File: src/hdl/frwt_pkg.sv
// ----------------------------------------------------------------------------
// frwt_pkg: shared types and constants of the frequency whitelist table
// Field widths, operation and status codes, and the structures that pass
// between the top level and the row of table cells.
// ----------------------------------------------------------------------------
`default_nettype none

package frwt_pkg;

  localparam int unsigned DEFAULT_TABLE_DEPTH = 64;

  localparam int unsigned ID_W    = 32;
  localparam int unsigned HZ_W    = 40;
  localparam int unsigned MODE_W  = 3;
  localparam int unsigned STAT_W  = 2;
  localparam int unsigned BATCH_W = 16;

  localparam logic [MODE_W-1:0] MODE_ADD    = 3'd0;
  localparam logic [MODE_W-1:0] MODE_DELETE = 3'd1;
  localparam logic [MODE_W-1:0] MODE_UPDATE = 3'd2;
  localparam logic [MODE_W-1:0] MODE_CLEAR  = 3'd3;
  localparam logic [MODE_W-1:0] MODE_CHECK  = 3'd4;

  localparam logic [STAT_W-1:0] STAT_OK        = 2'd0;
  localparam logic [STAT_W-1:0] STAT_NOT_FOUND = 2'd1;
  localparam logic [STAT_W-1:0] STAT_FULL      = 2'd2;

  localparam logic [ID_W-1:0]    FIRST_ID  = 32'd1;
  localparam logic [BATCH_W-1:0] BATCH_MAX = 16'hFFFF;

  typedef struct packed {
    logic [ID_W-1:0] id;
    logic            enable;
    logic [HZ_W-1:0] low_hz;
    logic [HZ_W-1:0] high_hz;
  } entry_t;

  typedef struct packed {
    logic            is_check;
    logic [ID_W-1:0] id;
    logic [HZ_W-1:0] low_hz;
    logic [HZ_W-1:0] high_hz;
  } query_t;

  typedef struct packed {
    logic   wr_en;
    logic   shift_en;
    entry_t data;
  } cell_ctrl_t;

  typedef struct packed {
    logic   valid;
    logic   found;
    entry_t entry;
  } probe_t;

endpackage

`default_nettype wire

File: src/hdl/frwt_cell.sv
// ----------------------------------------------------------------------------
// frwt_cell: one slot of the whitelist table
// Holds one entry, takes writes and compaction shifts from its upper
// neighbour, and passes the search probe on to the next cell each cycle.
// ----------------------------------------------------------------------------
`default_nettype none

module frwt_cell #(
  parameter int unsigned IDX_W      = 6,
  parameter int unsigned CNT_W      = 7,
  parameter int unsigned CELL_INDEX = 0
) (
  input  wire logic                clk_i,
  input  wire logic                rst_ni,
  input  wire logic [CNT_W-1:0]    used_i,
  input  frwt_pkg::query_t         query_i,
  input  frwt_pkg::cell_ctrl_t     ctrl_i,
  input  wire logic [IDX_W-1:0]    wr_idx_i,
  input  wire logic [IDX_W-1:0]    shift_from_i,
  input  frwt_pkg::entry_t         nbr_entry_i,
  output frwt_pkg::entry_t         entry_o,
  input  frwt_pkg::probe_t         probe_i,
  input  wire logic [IDX_W-1:0]    probe_idx_i,
  output frwt_pkg::probe_t         probe_o,
  output logic      [IDX_W-1:0]    probe_idx_o
);

  frwt_pkg::entry_t entry_q;
  logic             valid_q;
  logic             found_q;
  frwt_pkg::entry_t pentry_q;
  logic [IDX_W-1:0] pidx_q;
  logic             occupied;
  logic             overlap;
  logic             match;

  assign occupied = CNT_W'(CELL_INDEX) < used_i;
  assign overlap  = entry_q.enable &&
                    !(query_i.high_hz < entry_q.low_hz || query_i.low_hz > entry_q.high_hz);
  assign match    = occupied && (query_i.is_check ? overlap : (entry_q.id == query_i.id));

  always_ff @(posedge clk_i) begin
    if (ctrl_i.wr_en && wr_idx_i == IDX_W'(CELL_INDEX)) begin
      entry_q <= ctrl_i.data;
    end else if (ctrl_i.shift_en && IDX_W'(CELL_INDEX) >= shift_from_i) begin
      entry_q <= nbr_entry_i;
    end
  end

  always_ff @(posedge clk_i or negedge rst_ni) begin
    if (!rst_ni) begin
      valid_q <= 1'b0;
    end else begin
      valid_q <= probe_i.valid;
    end
  end

  always_ff @(posedge clk_i) begin
    if (probe_i.valid) begin
      if (probe_i.found) begin
        found_q  <= 1'b1;
        pentry_q <= probe_i.entry;
        pidx_q   <= probe_idx_i;
      end else begin
        found_q  <= match;
        pentry_q <= entry_q;
        pidx_q   <= IDX_W'(CELL_INDEX);
      end
    end
  end

  assign entry_o     = entry_q;
  assign probe_o     = '{valid: valid_q, found: found_q, entry: pentry_q};
  assign probe_idx_o = pidx_q;

endmodule

`default_nettype wire

File: config.mk
export PLATFORM = sky130hd
export DESIGN_NAME = frwt_cell
export DESIGN_NICKNAME = d
export VERILOG_FILES = /design/src/hdl/frwt_pkg.sv /design/src/hdl/frwt_cell.sv
export SDC_FILE = /design/constraint.sdc
export NUM_CORES = 1
export LEC_CHECK = 0
export BUFFER_PORTS_ARGS = -buffer_cell sky130_fd_sc_hd__buf_2
export CAP_MARGIN = 0
export CORE_AREA = 4 4 274 276
export DETAILED_ROUTE_END_ITERATION = 7
export DIE_AREA = 0 0 278 280
export MAX_ROUTING_LAYER = met4
export SLEW_MARGIN = 30
export SYNTH_ARGS = -nofsm -noshare
export SYNTH_HDL_FRONTEND = slang
export SYNTH_SLANG_ARGS = --single-unit
File: constraint.sdc
create_clock -name clk_i -period 5.49 [get_ports clk_i]
set_input_delay 0.2745 -clock clk_i [delete_from_list [all_inputs] [get_ports clk_i]]
set_output_delay 0.2745 -clock clk_i [all_outputs]
set_load 0.03 [all_outputs]
==> key figures <==
Run status
  • Outcome: finished, final reports clean

Die
  • Core area: 72600 um2
  • Starting density of the core: 0.165
  • Die footprint: 77800 um2
  • Row count: 99
  • IO Pins: 717
  • DIE WIDTH: 278 um
  • DIE HEIGHT: 280 um

Worst hold path
  • Hold Path Cell Cnt: 2
  • Hold WC Path Type: input pin to register

CTS
  • Clock Latency Late Sink: 600 ps
  • # resized after CTS: 0
  • Largest buffer count on any clock path: 3
  • Post-CTS Setup Inserts: 0
  • Clk sinks: 234
  • CTS clk-pin slew, worst paths: 60 ps
  • H-tree Lvls: 1
  • CTS tree: done
  • TritonCTS Buffers: 29
  • Hold Buf Count CTS: 300
  • CTS root buffer: clkbuf_16

Setup path
  • Crit Path Class: register to register
  • Worst path required time: 5900 ps
  • Setup crit start kind: register
  • Setup crit end kind: register
  • Crit-path cells: inv_1, ha_1, nand4_1, nor3_1, nand4_1, nor4_1, a211o_1, a21oi_1, a221oi_2
  • CP most frequent cell: nand4_1
  • CP max FO: 2
  • CP arrival: 3240 ps
  • Max incr delay on CP: 660 ps
  • Reg2reg path depth: 9
  • Slowest CP cell: nor4_1

Timing
  • Setup Skew: 28.3 ps
  • Achievable Freq: 0.353 GHz
  • Tcrit/Tclk final: 0.515
  • Fin crit period: 2830 ps
  • RSZ-0062 raised after global routing: no
  • Final Max Tran Viols: 0
  • Slew margin rel.: 0.476
  • Least-Margin Pin Slew: 786 ps
  • Setup_tns: 0 ps
  • Setup violations, final: 0
  • Final Hold Vio Count: 0

Global route
  • All-Layer GR Usage: 0.144
  • First-pass GRT wire length: 81300 um
  • Largest net degree at the start of global routing: 114
  • Vias in the first global route: 12584
  • Grt total ovfl: 0
  • Initial antenna violation count: 8

Route
  • Antenna Violating Nets Remaining: 0
  • Wire length per cell: 19.9 um
  • DR iter-0 viols: 618
  • Drt first pass iters: 6
  • Final WL: 57900 um
  • Number of remaining DRC errors: 0
  • Vias per inst: 3.95
  • Vias: 11516

Pwr
  • Comb power frac: 0.174
  • Pleak: 9.16 nW
  • Psw: 0.00124 W
  • Int Power: 0.00352 W
  • Total power: 0.00476 W
  • PwrDens: 231 nW/um2
  • VDD IR-drop max: 0.208 mV
  • Switching power share of the total: 0.260
  • Clock share of power: 0.391
  • Flop pwr share: 0.435

Final layout
  • Sequential cell area: 7020 um2
  • Area of the multi-input gates: 4510 um2
  • Synth-to-Final Area Change: 72.6%
  • Design area: 20600 um2
  • Layout fillers: 7455
  • Final Net Count: 2491
  • Layout cells sized above 1: 0.469
  • Final Non-Filler Cells: 2916
  • Most frequent cells in the layout: 714 x buf_2, 302 x dlygate4sd3_1, 233 x edfxtp_1
  • Commonest non-fill, non-tap cell in the layout: buf_2

Yosys
  • Largest cells by area after synthesis: edfxtp_1 59%, mux2_2 14%, ha_1 8.3%
  • Syn Inst Count: 908
  • Synth area leader: edfxtp_1
  • Avg Cell Area, Syn: 13.2 um2
  • Cell area after synthesis: 12000 um2
  • Sequential fraction of the synthesis area: 0.587
  • Number of synthesized register bits: 234
  • Yosys warns: 0
  • Yosys top cell area share: 0.585
  • Post-synth net total: 1470
  • Post-synthesis cell type count: 45

Placed design
  • IO buf count: 716
  • # placed instances: 2555
  • RD Place Congestion: 0.826
  • Placed instance area: 16700 um2
  • Post-DP HPWL: 44200 um

Flow run
  • # Max-Cap Violations: 0
==> final cells by class <==
cell class              count  area share
repair buffers           1026       0.325
flip-flops and latches    234       0.340
multi-input cells         557       0.218
clock buffers              39      0.0370
well taps                 959      0.0581
clock inverters            15     0.00606
diodes                      5    0.000606
inverters                  81      0.0147
==> flip-flops by register name, indices dropped and copies added (netlist names) <==
signal	cells
entry_o	113
probe_o	113
probe_idx_o	6
found_q	1
valid_q	1
==> per-stage QoR <==
step	worst slack, ps	util	hold WS, ps
after floorplan	381	-	-21.1
after global placement	2420	0.230	49.6
after detailed placement	2380	0.230	54.4
after CTS	2370	0.284	0.0731
after global routing	2290	0.284	-3.94
final	2660	0.284	19.1
==> critical path, delay by kind of cell, from the launching register on <==
family / cells / cell delay (ps)
and+or+nand+nor: 4 / 1420
adders and majority gates: 1 / 300
buffers and inverters: 1 / 80
DFF: 1 / 350
AOI/OAI and AO/OA: 3 / 510
==> routing by layer <==
metal / share of wire / GRT usage / vias up
met1: 0.38 / 0.158 / 5431
met5: 0 / - / -
met3: 0.074 / 0.0382 / 95
met2: 0.51 / 0.256 / 567
li1: - / - / 5423
met4: 0.038 / 0.0477 / 0
==> worst paths after layout <==
path / startpoint / endpoint / slack (ps)
max: entry_o[22]$_DFFE_PP_ / found_q$_SDFFCE_PP1P_ / 2660
min: nbr_entry_i[95] / entry_o[95]$_DFFE_PP_ / 20
max reg2reg: entry_o[22]$_DFFE_PP_ / found_q$_SDFFCE_PP1P_ / 2660
min reg2reg: entry_o[4]$_DFFE_PP_ / probe_o[4]$_DFFE_PP_ / 620
max in group asynchronous: rst_ni / valid_q$_DFF_PN0_ / 4840
min in group asynchronous: rst_ni / valid_q$_DFF_PN0_ / 550
==> cells by family (layout without fill, tap and decap cells) <==
logic type / after synthesis / after routing / synth area share
other: 0 / 5 / 0
AO/OA/AOI/OAI: 143 / 143 / 0.0690
XOR/XNOR: 32 / 32 / 0.0234
adder cells (fa/ha/maj): 79 / 79 / 0.0827
flip-flops: 234 / 234 / 0.587
buffers and inverters: 117 / 1161 / 0.0377
AND/OR/NAND/NOR: 155 / 155 / 0.0605
multiplexers: 148 / 148 / 0.139
==> Yosys cell counts (all sizes together) <==
cell type    n
o31ai        1
a31oi        1
nand2       89
a221oi       3
inv         81
ha          79
or2          1
a21oi       16
o211ai       1
nand4       15
nor3         7
and4         3
and2         7
xnor2        4
nand3        4
xor2        28
or4b         1
dfrtp        1
mux2       148
clkbuf      21
or3          1
nand4b       1
nor2b        2
a2111oi      2
a221o        2
nor4b        1
or4          1
o21ai       92
a211oi       8
buf         15
nand2b       2
nor4         9
o221ai       1
o41ai        2
nor2        11
o22ai        1
edfxtp     233
a211o        1
a21o        12
==> power by group through the flow <==
stage / Sequential, W / Clock, W / Combinational [W]
floorplan: 0.00223 / 0 / 0.000174
global placement: 0.00210 / 0 / 0.000650
detailed placement: 0.00211 / 0 / 0.000654
CTS: 0.00207 / 0.00193 / 0.000825
global route: 0.00208 / 0.00199 / 0.000893
finish: 0.00207 / 0.00186 / 0.000828
No activity file was read; power rests on OpenSTA's default activity.
